<file path="config.mk">
export PLATFORM = sky130hd
export DESIGN_NAME = nf3_ctrl
export DESIGN_NICKNAME = d
export VERILOG_FILES = /design/src/rtl/neighborhood_3x3_noise_filter_core_macros.svh /design/src/rtl/nf3_pkg.sv /design/src/rtl/nf3_ctrl.sv
export SDC_FILE = /design/constraint.sdc
export NUM_CORES = 1
export LEC_CHECK = 0
export BUFFER_PORTS_ARGS = -buffer_cell sky130_fd_sc_hd__buf_2
export CORE_ASPECT_RATIO = 0.9
export CORE_MARGIN = 4
export CORE_UTILIZATION = 35
export DETAILED_ROUTE_END_ITERATION = 6
export PLACE_DENSITY = 0.58
export SETUP_SLACK_MARGIN = 0.02
export SLEW_MARGIN = 30
export SYNTH_ARGS = -nofsm -noshare
export SYNTH_HDL_FRONTEND = slang
export SYNTH_SLANG_ARGS = --single-unit
</file>
<file path="constraint.sdc">
create_clock -name clk -period 3.7 [get_ports clk]
set_input_delay 0.185 -clock clk [delete_from_list [all_inputs] [get_ports clk]]
set_output_delay 0.185 -clock clk [all_outputs]
set_load 0.02 [all_outputs]
</file>
<file path="src/rtl/neighborhood_3x3_noise_filter_core_macros.svh">
// Assertion macros for the 3x3 neighborhood noise filter.
// Used by the top level only; expects clk and rst in scope.
`ifndef NEIGHBORHOOD_3X3_NOISE_FILTER_CORE_MACROS_SVH
`define NEIGHBORHOOD_3X3_NOISE_FILTER_CORE_MACROS_SVH

// Same-cycle implication.
`define NF3_ASSERT_NOW(lbl, ante, cons) \
  lbl: assert property (@(posedge clk) disable iff (rst) (ante) |-> (cons)) \
    else $error("nf3 check failed");

// Next-cycle implication.
`define NF3_ASSERT_NEXT(lbl, ante, cons) \
  lbl: assert property (@(posedge clk) disable iff (rst) (ante) |=> (cons)) \
    else $error("nf3 check failed");

`endif

</file>
<file path="src/rtl/nf3_pkg.sv">
// Shared types and constants of the 3x3 neighborhood noise filter.
// No dependencies.
`default_nettype none
package nf3_pkg;
  localparam int NWIN        = 9;
  localparam int MEDIAN_RANK = 4;
  localparam int WTW         = 7;
  localparam int SUMW        = 19;
  localparam int TOTW        = 11;
  localparam int SZW         = 13;
  localparam int DIV_STEPS   = 19;
  localparam int RECIP9      = 7282;
  localparam int CFG_IW      = 3;

  localparam logic [1:0] MODE_MEAN   = 2'd0;
  localparam logic [1:0] MODE_MEDIAN = 2'd1;
  localparam logic [1:0] MODE_WEIGHT = 2'd2;

  localparam logic [CFG_IW-1:0] REG_MODE    = 3'd0;
  localparam logic [CFG_IW-1:0] REG_ROWS    = 3'd1;
  localparam logic [CFG_IW-1:0] REG_COLS    = 3'd2;
  localparam logic [CFG_IW-1:0] REG_WEIGHTS = 3'd3;

  typedef enum logic [2:0] {
    S_IDLE, S_LOAD, S_SHIFT, S_ACC, S_DIV, S_FIN, S_OUT
  } nf3_state_t;

  typedef struct packed {
    logic       capture;
    logic       load;
    logic       r_ge1;
    logic       r_ge2;
    logic       c_zero;
    logic       shift;
    logic       acc_en;
    logic [3:0] k;
    logic       bottom;
    logic       div_start;
    logic       div_step;
    logic       finish;
    logic [9:0] row;
    logic [9:0] col;
    logic       last;
    logic       eof;
  } nf3_cmd_t;

  typedef struct packed {
    logic tot_zero;
    logic out_taken;
  } nf3_stat_t;
endpackage
`default_nettype wire

</file>
<file path="src/rtl/nf3_ctrl.sv">
// Controller: frame position counters and the per-item sequence of
// results, accumulation steps and divider steps. Depends on nf3_pkg.
`default_nettype none
module nf3_ctrl
  import nf3_pkg::*;
#(
  parameter int MAX_COLS = 1024,
  parameter int MAX_ROWS = 1024
) (
  input  wire logic                        clk,
  input  wire logic                        rst,
  input  wire logic                        in_valid,
  output logic                             in_ready,
  input  wire logic [1:0]                  filter_mode,
  input  wire logic [10:0]                 image_rows,
  input  wire logic [10:0]                 image_cols,
  input  wire nf3_stat_t                   stat,
  output nf3_cmd_t                         cmd,
  output logic [$clog2(MAX_COLS)-1:0]      addr
);
  localparam int CW = $clog2(MAX_COLS);
  localparam int RW = $clog2(MAX_ROWS);

  nf3_state_t state, state_next;
  logic [RW-1:0] row_cnt, cur_r;
  logic [CW-1:0] col_cnt, cur_c;
  logic eor, lastrow, cur_eor, cur_last;
  logic [SZW-1:0] rows_c, cols_c;
  logic [3:0] slot_en;
  logic [1:0] slot, slot_next, nxt_idx;
  logic nxt_found, shifted, shifted_next;
  logic [3:0] k, k_next;
  logic [4:0] dcnt, dcnt_next;
  logic [3:0] above;
  logic [9:0] r_m1, c_m1;

  always_comb begin
    if (image_rows < 11'd2) rows_c = SZW'(2);
    else if (SZW'(image_rows) > SZW'(MAX_ROWS)) rows_c = SZW'(MAX_ROWS);
    else rows_c = SZW'(image_rows);
    if (image_cols < 11'd2) cols_c = SZW'(2);
    else if (SZW'(image_cols) > SZW'(MAX_COLS)) cols_c = SZW'(MAX_COLS);
    else cols_c = SZW'(image_cols);
  end

  assign eor     = SZW'(col_cnt) >= cols_c - SZW'(1);
  assign lastrow = SZW'(row_cnt) >= rows_c - SZW'(1);

  always_comb begin
    slot_en[0] = (cur_r != '0) && (cur_c != '0);
    slot_en[1] = slot_en[0] && cur_last;
    slot_en[2] = (cur_r != '0) && cur_eor;
    slot_en[3] = slot_en[2] && cur_last;
  end

  always_comb begin
    nxt_found = 1'b0;
    nxt_idx   = 2'd0;
    for (int i = 3; i >= 0; i--) begin
      if (slot_en[i] && (state == S_LOAD || i > int'(slot))) begin
        nxt_found = 1'b1;
        nxt_idx   = 2'(i);
      end
    end
  end

  always_comb begin
    for (int i = 0; i < 4; i++) begin
      above[i] = slot_en[i] && (i > int'(slot));
    end
  end

  assign r_m1 = 10'(cur_r - RW'(1));
  assign c_m1 = 10'(cur_c - CW'(1));

  always_ff @(posedge clk) begin
    if (rst) begin
      state   <= S_IDLE;
      row_cnt <= '0;
      col_cnt <= '0;
      slot    <= 2'd0;
      shifted <= 1'b0;
      k       <= 4'd0;
      dcnt    <= 5'd0;
    end else begin
      state   <= state_next;
      slot    <= slot_next;
      shifted <= shifted_next;
      k       <= k_next;
      dcnt    <= dcnt_next;
      if (state == S_LOAD) begin
        if (cur_eor) begin
          col_cnt <= '0;
          row_cnt <= cur_last ? '0 : RW'(cur_r + RW'(1));
        end else begin
          col_cnt <= (SZW'(cur_c) == SZW'(MAX_COLS - 1)) ? '0 : CW'(cur_c + CW'(1));
        end
      end
    end
  end

  always_ff @(posedge clk) begin
    if (state == S_IDLE && in_valid) begin
      cur_r    <= row_cnt;
      cur_c    <= col_cnt;
      cur_eor  <= eor;
      cur_last <= lastrow;
    end
  end

  always_comb begin
    state_next   = state;
    slot_next    = slot;
    shifted_next = shifted;
    k_next       = k;
    dcnt_next    = dcnt;
    cmd          = '0;
    cmd.k        = k;
    cmd.bottom   = slot[0];
    cmd.row      = slot[0] ? 10'(cur_r) : r_m1;
    cmd.col      = slot[1] ? 10'(cur_c) : c_m1;
    cmd.last     = (above == 4'd0);
    cmd.eof      = (above == 4'd0) && cur_eor && cur_last;
    in_ready     = 1'b0;
    addr         = cur_c;
    unique case (state)
      S_IDLE: begin
        in_ready = 1'b1;
        addr     = col_cnt;
        if (in_valid) begin
          cmd.capture = 1'b1;
          state_next  = S_LOAD;
        end
      end
      S_LOAD: begin
        cmd.load     = 1'b1;
        cmd.r_ge1    = (cur_r != '0);
        cmd.r_ge2    = (cur_r > RW'(1));
        cmd.c_zero   = (cur_c == '0);
        shifted_next = 1'b0;
        k_next       = 4'd0;
        slot_next    = nxt_idx;
        if (!nxt_found) state_next = S_IDLE;
        else if (nxt_idx[1]) state_next = S_SHIFT;
        else state_next = S_ACC;
      end
      S_SHIFT: begin
        cmd.shift    = 1'b1;
        shifted_next = 1'b1;
        state_next   = S_ACC;
      end
      S_ACC: begin
        cmd.acc_en = 1'b1;
        k_next     = k + 4'd1;
        if (k == 4'(NWIN - 1)) begin
          k_next     = 4'd0;
          dcnt_next  = 5'd0;
          state_next = (filter_mode == MODE_WEIGHT) ? S_DIV : S_FIN;
        end
      end
      S_DIV: begin
        dcnt_next = dcnt + 5'd1;
        if (stat.tot_zero) begin
          state_next = S_FIN;
        end else if (dcnt == 5'd0) begin
          cmd.div_start = 1'b1;
        end else begin
          cmd.div_step = 1'b1;
          if (dcnt == 5'(DIV_STEPS)) state_next = S_FIN;
        end
      end
      S_FIN: begin
        cmd.finish = 1'b1;
        state_next = S_OUT;
      end
      S_OUT: begin
        if (stat.out_taken) begin
          slot_next = nxt_idx;
          if (!nxt_found) state_next = S_IDLE;
          else if (nxt_idx[1] && !shifted) state_next = S_SHIFT;
          else state_next = S_ACC;
        end
      end
      default: state_next = S_IDLE;
    endcase
  end
endmodule
`default_nettype wire

</file>
==> qor.yml, run 1 <==
detailed_routing:
  drt_iter0_drc: 256
  first_pass_iters: 4
  vias: 3715
  routed_via_density: 5.240
  avgRoutedWirePerCell_um: 14.76
  route.detailed.drc: 0
  routed_wl_um: 10460
  drt.antenna.violating_nets: 0
synthesis:
  seq_area_frac_synth_pct: 32.73
  synth_area_um2: 4159
  synth_warnings: 0
  synth_nets: 553
  synthXorXnorAreaFrac_pct: 8.213
  synthArstFlopShare_pct: 0
  synth_seq_cells: 57
  synth_compound_area_share_pct: 17.63
  synth.distinct_cells: 58
  synthMuxAreaShare_pct: 2.888
  synthAdderAreaFrac_pct: 9.326
  synth_flop_cell: "dfxtp_1"
  syn_inst: 493
  synth_top_family_by_area: "simple AND/OR/NAND/NOR gates"
  yosys.area_share.simple_pct: 23.59
  synth_edf_count: 22
  avgSynthCellArea_um2: 8.436
critical_path:
  end_kind: "flop"
  crit_required_ns: 3.76
  r2r_start: "state[0]$_SDFFE_PP0P_"
  reg2reg_to: "row_cnt[5]$_SDFFE_PP0P_"
  path_cells: "buf_2 > nor3_1 > nand4b_1 > o211ai_1 > ha_1 > nand2_1 > mux2i_1 > a21o_1 > ha_1 > a2111oi_0 > o21ai_0 > a21oi_1 > a2111oi_0"
  cp.arrival_ns: 3.07
  worst-setup-path-type: "in2reg"
  reg2reg_depth: 5
  crit_slowest_cell: "nor3_1"
  cp_max_fo: 7
  cp-start-kind: "primary input"
  cp_slowest_stage_delay_ns: 0.47
  rrSetupSlack_ns: 1.37
power_and_ir_drop:
  power.internal_uw: 1424
  p_leak_uw: 0.002033
  pwr-share-clk_pct: 42.9
  power_density_nw_per_um2: 408.8
  p_seq_share_pct: 37.4
  switchingPower_uw: 583.3
  peakVddDrop_mv: 0.2245
  switching_share_pct: 29.07
  power_frac_comb_pct: 19.7
clock_network:
  clock_path_buffers: 2
  holdBufCountCts: 0
  insertion_delay_ns: 0.33
  cts_resized: 0
  cts_sinks: 57
  postCtsSetupBuffers: 0
  clkTransAtPathRegs_ns: 0.05
  htreeDepth: 3
  numCtsBuffers: 9
  cts_tree: "yes"
  clockRootBuffer: "clkbuf_16"
timing:
  skew_ns: 0.007595
  period_share_pct: 81.42
  fmax_mhz: 332.0
  worst_pin_slew_ns: 0.7790
  slew-limit-headroom_pct: 48.07
  final_hold_viol_count: 0
  setup_viol: 0
  rsz0062_at_grt: "no"
  setup-tns-final_ns: 0
  timing.final.crit_period_ns: 3.012
  drv_slew: 0
  layout_setup_ws_ns: 0.6875
layout:
  diodes: 0
  syn2layout_area_growth_pct: 18.05
  finalNonFillerCells: 709
  drive_above_1_share_pct: 19.71
  final_nets: 609
  final_cell_area_um2: 4910
worst_hold_path:
  hold_start: "stat[0]"
  holdPathEnd: "slot[0]$_SDFFE_PP0P_"
  hold_depth: 4
  hold_path.class: "in2reg"
floorplanning:
  initial_core_util_pct: 36.08
  die_h_um: 111.4
  die_x_um: 122.9
  coreArea_um2: 11530
  die_area_um2: 13690
  io_pins: 77
  std_cell_rows: 37
global_route:
  grt_pass1_vias: 3543
  globalRouteTotalUtil_pct: 15.79
  antenna_found_initial: 0
  grt_pass1_wl_um: 17640
  grt_max_degree: 39
  grt-ovfl-total: 0
placement:
  placed_cells: 694
  place_area_um2: 4601
  pre_cts_ws_ns: 0.3791
  place.gp.congestion: 0.7968
  dp_hpwl_um: 7754
  portBuffers: 76
run_status:
  status: "finished clean"
job:
  maxCapViolations: 0
[sequential cells by signal, summed over array words and instances, names as in the netlist]
name      cells
dcnt          5
col_cnt      10
slot          2
state         3
cur_last      1
cur_eor       1
cur_r        10
cur_c        10
row_cnt      10
k             4
shifted       1
[per-layer routing]
layer	vias up	wire length, um	share of wire (%)	GRT usage [%]
met4	0	111	1.1	4.403
met1	1723	4934	47	21.80
li1	1896	-	-	-
met2	85	4864	46	25.06
met5	-	0	0	0
met3	11	555	5.3	3.098
[power groups by stage]
stage          Clock [uW]  Combinational, uW  Sequential, uW
4_1_cts               877                400             750
3_3_place_gp            0                392             762
2_1_floorplan           0                310             721
6_report              860                396             751
3_5_place_dp            0                397             762
5_1_grt               911                444             759
[logic make-up after synthesis]
logic type                 after synthesis
and+or+nand+nor                        192
xor gates and xnor gates                39
adders and majority gates               31
buffers and inverters                   51
muxes                                   11
AOI/OAI and AO/OA                      112
DFF                                     57
[synth_stat cells (3+ instances only)]
library cell	instances	area share (%)
buf_2	6	0.72
and2_1	3	0.45
mux2i_1	3	0.72
ha_1	31	9.3
o21a_1	6	1.1
a21o_1	5	0.90
o211ai_1	4	0.72
and4_1	3	0.63
xnor2_1	22	4.6
clkbuf_1	22	2.0
a31oi_1	8	1.2
nor2b_1	10	1.5
o21ai_0	17	2.0
and3_1	3	0.45
nand2b_1	8	1.2
inv_1	16	1.4
nor4_1	10	1.5
dfxtp_1	35	17
mux2_2	8	2.2
a211oi_1	3	0.54
o31ai_1	3	0.54
a22oi_1	11	2.0
nand2_1	42	3.8
nand3_1	18	2.2
edfxtp_1	22	16
nand4b_1	4	0.84
nor3_1	13	1.6
o21bai_1	3	0.54
nor2_1	51	4.6
a21oi_1	36	4.3
or3_1	3	0.45
nand4_1	6	0.90
nor3b_1	4	0.72
nand3b_1	7	1.3
xor2_1	17	3.6
[how the worst max path moves through the flow]
stage	start	end	slack [ns]	depth (start not counted)
final	image_cols[4]	cur_eor$_DFFE_PP_	0.69	13
after global routing	image_cols[4]	cur_eor$_DFFE_PP_	0.36	13
after CTS	image_cols[4]	cur_eor$_DFFE_PP_	0.72	13
after detailed placement	image_cols[4]	cur_eor$_DFFE_PP_	0.38	13
after global placement	image_cols[4]	cur_eor$_DFFE_PP_	0.55	13
after floorplan	image_rows[5]	cur_last$_DFFE_PP_	0.81	13
[layout by cell type (no fill, tap or decap), drive strengths merged, types with 9 or more instances in the layout]
cell type	netlist	final
nand2	43	43
inv	16	16
nor4	10	10
nor2b	10	10
xnor2	22	22
buf	11	78
a31oi	10	10
o21ai	17	17
ha	31	31
edfxtp	22	22
nand3	18	18
a22oi	11	11
xor2	17	17
clkbuf	22	9
a21oi	36	36
dfxtp	35	35
nor2	51	51
nor3	13	13
[worst max-delay path, delay by kind of cell]
kind	cells	cell delay (ns)
AO/OA/AOI/OAI	6	1.16
AND/OR/NAND/NOR	3	0.90
adder cells (fa/ha/maj)	2	0.57
multiplexers	1	0.13
buffers and inverters	1	0.12
[through the flow]
step | util [%] | total power [uW] | hold slack, ns
2_1_floorplan | - | 1031 | 0.4305
3_3_place_gp | 39.91 | 1154 | 0.4607
3_5_place_dp | 39.91 | 1159 | 0.4573
4_1_cts | 42.59 | 2027 | 0.2656
5_1_grt | 42.59 | 2113 | 0.3119
6_report | 42.59 | 2007 | 0.2891
[area by class of cell]
class | instances | area (um^2)
timing repair buffer | 78 | 395.4
fill | 1169 | 6618
sequential | 57 | 1361
clock buffer | 9 | 225.2
tap | 156 | 195.2
inverter | 18 | 80.08
clock inverter | 6 | 83.83
multi-input combinational | 385 | 2569
Note: power is estimated with default switching activity, not from simulation.
==> inputs of run 2 (changes only) <==
clock period = 2.8 ns   (was 3.7 ns; I/O delays follow)
==> qor.yml, run 2 (synthesis results as in run 1) <==
run_status:
  status: "finished clean"
power_and_ir_drop:
  power.internal_uw: 1905  # +34%
  switchingPower_uw: 767.3  # +32%
  switching_share_pct: 28.72  # -0.35 points
  p_leak_uw: 0.002131  # +4.8%
  power_density_nw_per_um2: 528.1  # +29%
  power_frac_comb_pct: 20.7  # +1.0 points
  pwr-share-clk_pct: 42.5  # -0.4 points
  peakVddDrop_mv: 0.2776  # +24%
  p_seq_share_pct: 36.8  # -0.6 points
  total_power_uw: 2672  # +33%
timing:
  timing.final.crit_period_ns: 2.527
  drv_slew: 0  # unchanged
  skew_ns: 0.003153  # -0.004441 ns
  setup_viol: 0  # unchanged
  final_hold_viol_count: 0  # unchanged
  slew-limit-headroom_pct: 52.12  # +4.1 points
  fmax_mhz: 395.7
  whs_ns: 0.2272  # -0.06196 ns
  setup-tns-final_ns: 0  # unchanged
  period_share_pct: 90.25
  worst_pin_slew_ns: 0.7182  # -0.06080 ns
  rsz0062_at_grt: "no"
  layout_setup_ws_ns: 0.2730  # -0.4146 ns
detailed_routing:
  first_pass_iters: 4  # unchanged
  drt_iter0_drc: 168  # -34%
  routed_via_density: 5.195  # -0.86%
  routed_wl_um: 10610  # +1.3%
  vias: 3787  # +1.9%
  drt.antenna.violating_nets: 0  # unchanged
  avgRoutedWirePerCell_um: 14.55  # -1.4%
  route.detailed.drc: 0  # unchanged
layout:
  drive_above_1_share_pct: 22.69  # +3.0 points
  diodes: 0  # unchanged
  final_nets: 628  # +3.1%
  syn2layout_area_growth_pct: 21.66
  final_common_cell: "buf_2"
  final_cell_mix: "76 x buf_2, 51 x nor2_1, 42 x nand2_1, 36 x a21oi_1, 35 x dfxtp_1"
  fin_util_pct: 43.89  # +1.3 points
worst_hold_path:
  hold_depth: 4  # unchanged
  hold_path.class: "in2reg"
  holdPathEnd: "slot[0]$_SDFFE_PP0P_"
  hold_start: "stat[0]"
floorplanning:
  coreArea_um2: 11530  # unchanged
  std_cell_rows: 37  # unchanged
  die_x_um: 122.9  # unchanged
  initial_core_util_pct: 36.08  # unchanged
  die_h_um: 111.4  # unchanged
  io_pins: 77  # unchanged
  die_area_um2: 13690  # unchanged
clock_network:
  clock_path_buffers: 2  # unchanged
  clkTransAtPathRegs_ns: 0.05  # about the same
  insertion_delay_ns: 0.32  # about the same
  htreeDepth: 3  # unchanged
  cts_sinks: 57  # unchanged
  cts_tree: "yes"
  numCtsBuffers: 9  # unchanged
  postCtsSetupBuffers: 0  # unchanged
  clockRootBuffer: "clkbuf_16"
placement:
  pre_cts_ws_ns: -0.1574  # -0.5365 ns
  dp_hpwl_um: 8075  # +4.1%
  place.gp.congestion: 0.8133  # +2.1%
  portBuffers: 76  # unchanged
critical_path:
  reg2reg_to: "col_cnt[0]$_SDFFE_PP0P_"
  cp.arrival_ns: 2.60  # -0.47 ns
  worst-setup-path-type: "in2reg"
  reg2reg_depth: 5  # unchanged
  cp_max_fo: 10  # +3
  crit_required_ns: 2.87  # -0.89 ns
  r2r_start: "state[0]$_SDFFE_PP0P_"
  cp-start-kind: "primary input"
  end_kind: "flop"
  rrSetupSlack_ns: 0.70  # -0.67 ns
global_route:
  grt_max_degree: 39  # unchanged
  grt-ovfl-total: 0  # unchanged
  globalRouteTotalUtil_pct: 15.56  # -0.22 points
  grt_pass1_vias: 3530  # -0.37%
  antenna_found_initial: 0  # unchanged
  grt_pass1_wl_um: 17250  # -2.2%
job:
  maxCapViolations: 0  # unchanged
-- run 2: worst max path at each step --
stage,start,endpoint,slack (ns),depth (start not counted)
final,image_rows[5],cur_last$_DFFE_PP_,0.27,14
after global routing,image_rows[5],cur_last$_DFFE_PP_,0.04,14
after CTS,image_rows[5],cur_last$_DFFE_PP_,0.18,14
after detailed placement,image_rows[5],cur_last$_DFFE_PP_,-0.16,14
after global placement,image_rows[5],cur_last$_DFFE_PP_,-0.01,14
after floorplan,image_rows[5],cur_last$_DFFE_PP_,0.09,13
-- run 2: per-stage QoR --
step,cell area [um^2],cells
2_1_floorplan,4165,493
3_3_place_gp,4748,713
3_5_place_dp,4748,713
4_1_cts,5060,729
5_1_grt,5060,729
6_report,5060,729
-- run 2: power groups by stage --
| stage | clock network, uW | logic [uW] | registers, uW |
|---|---|---|---|
| 3_5_place_dp | 0 | 558 | 997 |
| 6_report | 1140 | 554 | 982 |
| 4_1_cts | 1160 | 563 | 981 |
| 5_1_grt | 1200 | 615 | 990 |
| 2_1_floorplan | 0 | 411 | 953 |
| 3_3_place_gp | 0 | 549 | 997 |
-- run 2: worst max-delay path, stage by stage --
cell and delay (ns):
buf_2 0.10, or4_4 0.53, nand2b_1 0.18, o21ai_1 0.19, ha_1 0.17, buf_4 0.15, o21ai_0 0.08, o21ai_0 0.09
a21oi_1 0.10, ha_1 0.30, a21o_1 0.17, a31oi_1 0.17, o211ai_1 0.10, o211a_1 0.13
-- run 2: final cells by class --
type                            count  area, um^2
Sequential cell                    57        1361
Inverter                           18       80.08
Clock inverter                      6       82.58
Timing Repair Buffer               97       538.0
Clock buffer                       10       229.0
Fill cell                        1137        6467
Tap cell                          156       195.2
Multi-Input combinational cell    385        2574
-- run 2: routing by layer --
| metal | track usage [%] | up-vias | routed length, um |
|---|---|---|---|
| met3 | 3.200 | 5 | 422 |
| met2 | 25.36 | 67 | 5102 |
| met1 | 20.99 | 1781 | 4998 |
| met4 | 4.030 | 0 | 82 |
| li1 | - | 1934 | - |
| met5 | 0 | - | 0 |
-- run 2: repair_timing --
item                                   in CTS  in global routing
hold buffers                                0                  0
endpoints found under the hold margin       0                  0
resized for setup                           0                  1
setup endpoints to repair                   0                  1
==> inputs of run 3 (changes only) <==
CORE_ASPECT_RATIO = 2   (was 0.9)
GPL_TIMING_DRIVEN = 0   (was unset)
==> qor.yml, run 3 (synthesis results as in run 1) <==
run_status:
  status: "finished clean"
placement:
  pre_cts_ws_ns: -1.182  # -1.025 ns
  dp_hpwl_um: 9542  # +18%
  portBuffers: 75  # -1.3%
  place_area_um2: 4728  # -0.42%
  place.gp.congestion: 0.8557  # +5.2%
  placed_cells: 713  # unchanged
critical_path:
  cp-start-kind: "primary input"
  crit_required_ns: 2.84  # -0.03 ns
  r2r_start: "state[1]$_SDFFE_PP0P_"
  end_kind: "flop"
  rrSetupSlack_ns: 0.74  # +0.04 ns
  cp_max_fo: 7  # -3
  reg2reg_to: "cur_r[0]$_DFFE_PP_"
  cp.arrival_ns: 2.71  # +0.11 ns
  worst-setup-path-type: "in2reg"
  reg2reg_depth: 4  # -1
  startpoint: "image_cols[2]"
global_route:
  globalRouteTotalUtil_pct: 18.09  # +2.5 points
  grt-ovfl-total: 0  # unchanged
  antenna_found_initial: 0  # unchanged
  grt_pass1_wl_um: 19610  # +14%
  grt_pass1_vias: 4015  # +14%
  grt_max_degree: 24  # -38%
detailed_routing:
  drt_iter0_drc: 158  # -6.0%
  drt.antenna.violating_nets: 0  # unchanged
  route.detailed.drc: 0  # unchanged
  vias: 4024  # +6.3%
  first_pass_iters: 5  # +1
  avgRoutedWirePerCell_um: 16.69  # +15%
  m1WireLength_um: 4294  # -14%
  routed_via_density: 5.467  # +5.2%
  highest_layer: "met4"
  met2_length_um: 7029  # +38%
  met3_length_um: 547  # +30%
  routed_wl_um: 12280  # +16%
floorplanning:
  initial_core_util_pct: 35.54  # -0.54 points
  die_x_um: 85.08  # -31%
  std_cell_rows: 56  # +51%
  die_h_um: 162.2  # +46%
  coreArea_um2: 11700  # +1.5%
  die_area_um2: 13800  # +0.75%
  io_pins: 77  # unchanged
layout:
  final_nets: 646  # +2.9%
  multi_input_area_um2: 2645  # +2.8%
  final_cell_area_um2: 5234  # +3.4%
  final_cell_mix: "81 x buf_2, 51 x nor2_1, 42 x nand2_1, 35 x a21oi_1, 35 x dfxtp_1"
  syn2layout_area_growth_pct: 25.84
  fin_util_pct: 44.73  # +0.83 points
  diodes: 0  # unchanged
  fillers: 1155  # +1.6%
  seq_area_um2: 1361  # unchanged
  drive_above_1_share_pct: 23.35  # +0.66 points
  finalNonFillerCells: 736  # +0.96%
  final_common_cell: "buf_2"
job:
  maxCapViolations: 0  # unchanged
clock_network:
  cts_tree: "yes"
  htreeDepth: 3  # unchanged
  clockRootBuffer: "clkbuf_16"
  clock_path_buffers: 2  # unchanged
  cts_sinks: 57  # unchanged
  numCtsBuffers: 9  # unchanged
  insertion_delay_ns: 0.33  # about the same
  clkTransAtPathRegs_ns: 0.05  # about the same
timing:
  final_hold_viol_count: 0  # unchanged
  drv_slew: 0  # unchanged
  fmax_mhz: 374.2  # -5.5%
  period_share_pct: 95.45  # +5.2 points
  worst_pin_slew_ns: 0.5950  # -0.1231 ns
  setup_viol: 0  # unchanged
  timing.final.crit_period_ns: 2.673  # +0.1457 ns
  skew_ns: 0.006739  # +0.003585 ns
  slew-limit-headroom_pct: 60.33  # +8.2 points
  layout_setup_ws_ns: 0.1273  # -0.1457 ns
  rsz0062_at_grt: "yes"
worst_hold_path:
  hold_start: "stat[0]"
  hold_path.class: "in2reg"
  holdPathEnd: "slot[0]$_SDFFE_PP0P_"
  hold_depth: 4  # unchanged
power_and_ir_drop:
  power_density_nw_per_um2: 557.4  # +5.6%
  p_leak_uw: 0.002195  # +3.0%
  total_power_uw: 2917  # +9.2%
  peakVddDrop_mv: 0.3088  # +11%
## run 3: cell count changes in the layout (fill, tap and decap cells not counted), moves of 2 or more
cell | before | now
clkbuf_1 | 1 | 21
clkinv_2 | 3 | 1
buf_2 | 76 | 81
buf_4 | 21 | 10
a2111oi_0 | 2 | 0
buf_6 | 0 | 2
clkbuf_8 | 0 | 2
## run 3: how the worst max path moves through the flow
| stage | endpoint | slack (ns) | depth (start not counted) |
|---|---|---|---|
| 2_1_floorplan | cur_last$_DFFE_PP_ | 0.09 | 13 |
| 3_3_place_gp | cur_eor$_DFFE_PP_ | -1.10 | 14 |
| 3_5_place_dp | cur_eor$_DFFE_PP_ | -1.18 | 14 |
| 4_1_cts | cur_eor$_DFFE_PP_ | 0.02 | 12 |
| 5_1_grt | cur_eor$_DFFE_PP_ | -0.0005 | 15 |
| 6_report | cur_eor$_DFFE_PP_ | 0.13 | 15 |
## run 3: repair_timing
action	CTS	global route
endpoints found under the setup margin	2	3
setup buffers	3	5
hold buffers	0	0
pin swaps	2	4
gates resized for setup	9	10
## run 3: cell type report
type / instances / share of cell area [%]
sequential: 57 / 26.01
clock buffer: 12 / 5.307
multi-input combinational: 385 / 50.54
timing repair buffer: 83 / 8.319
inverter: 18 / 1.602
tap: 145 / 3.466
clock inverter: 4 / 1.817
buffer: 32 / 2.940
## run 3: through the flow
stage	hold WS, ns	TNS (ns)
CTS	0.2585	0
floorplan	0.3617	0
global route	0.2883	-0.0005282
detailed placement	0.4574	-1.700
finish	0.2676	0
global placement	0.4474	-7.626
## run 3: worst max-delay path: stages
cell and delay, ns:
buf_2 0.13, nor3_4 0.21, nand4b_1 0.22, buf_4 0.21, nand2b_1 0.07, nand2_1 0.09
ha_4 0.21, nand2_1 0.07, mux2i_1 0.06, a21o_1 0.18, ha_1 0.32, a2111oi_4 0.42
o21ai_1 0.13, a21oi_2 0.16, a2111oi_1 0.09
## run 3: power by group
part / internal (uW) / switching, uW
combinational: 233 / 392
sequential: 910 / 39.7
clock: 969 / 374
## run 3: metal layers
| metal | track usage, % | vias up |
|---|---|---|
| li1 | - | 1961 |
| met2 | 35.69 | 131 |
| met4 | 8.790 | 0 |
| met1 | 17.11 | 1899 |
| met3 | 3.401 | 33 |
| met5 | 0 | - |
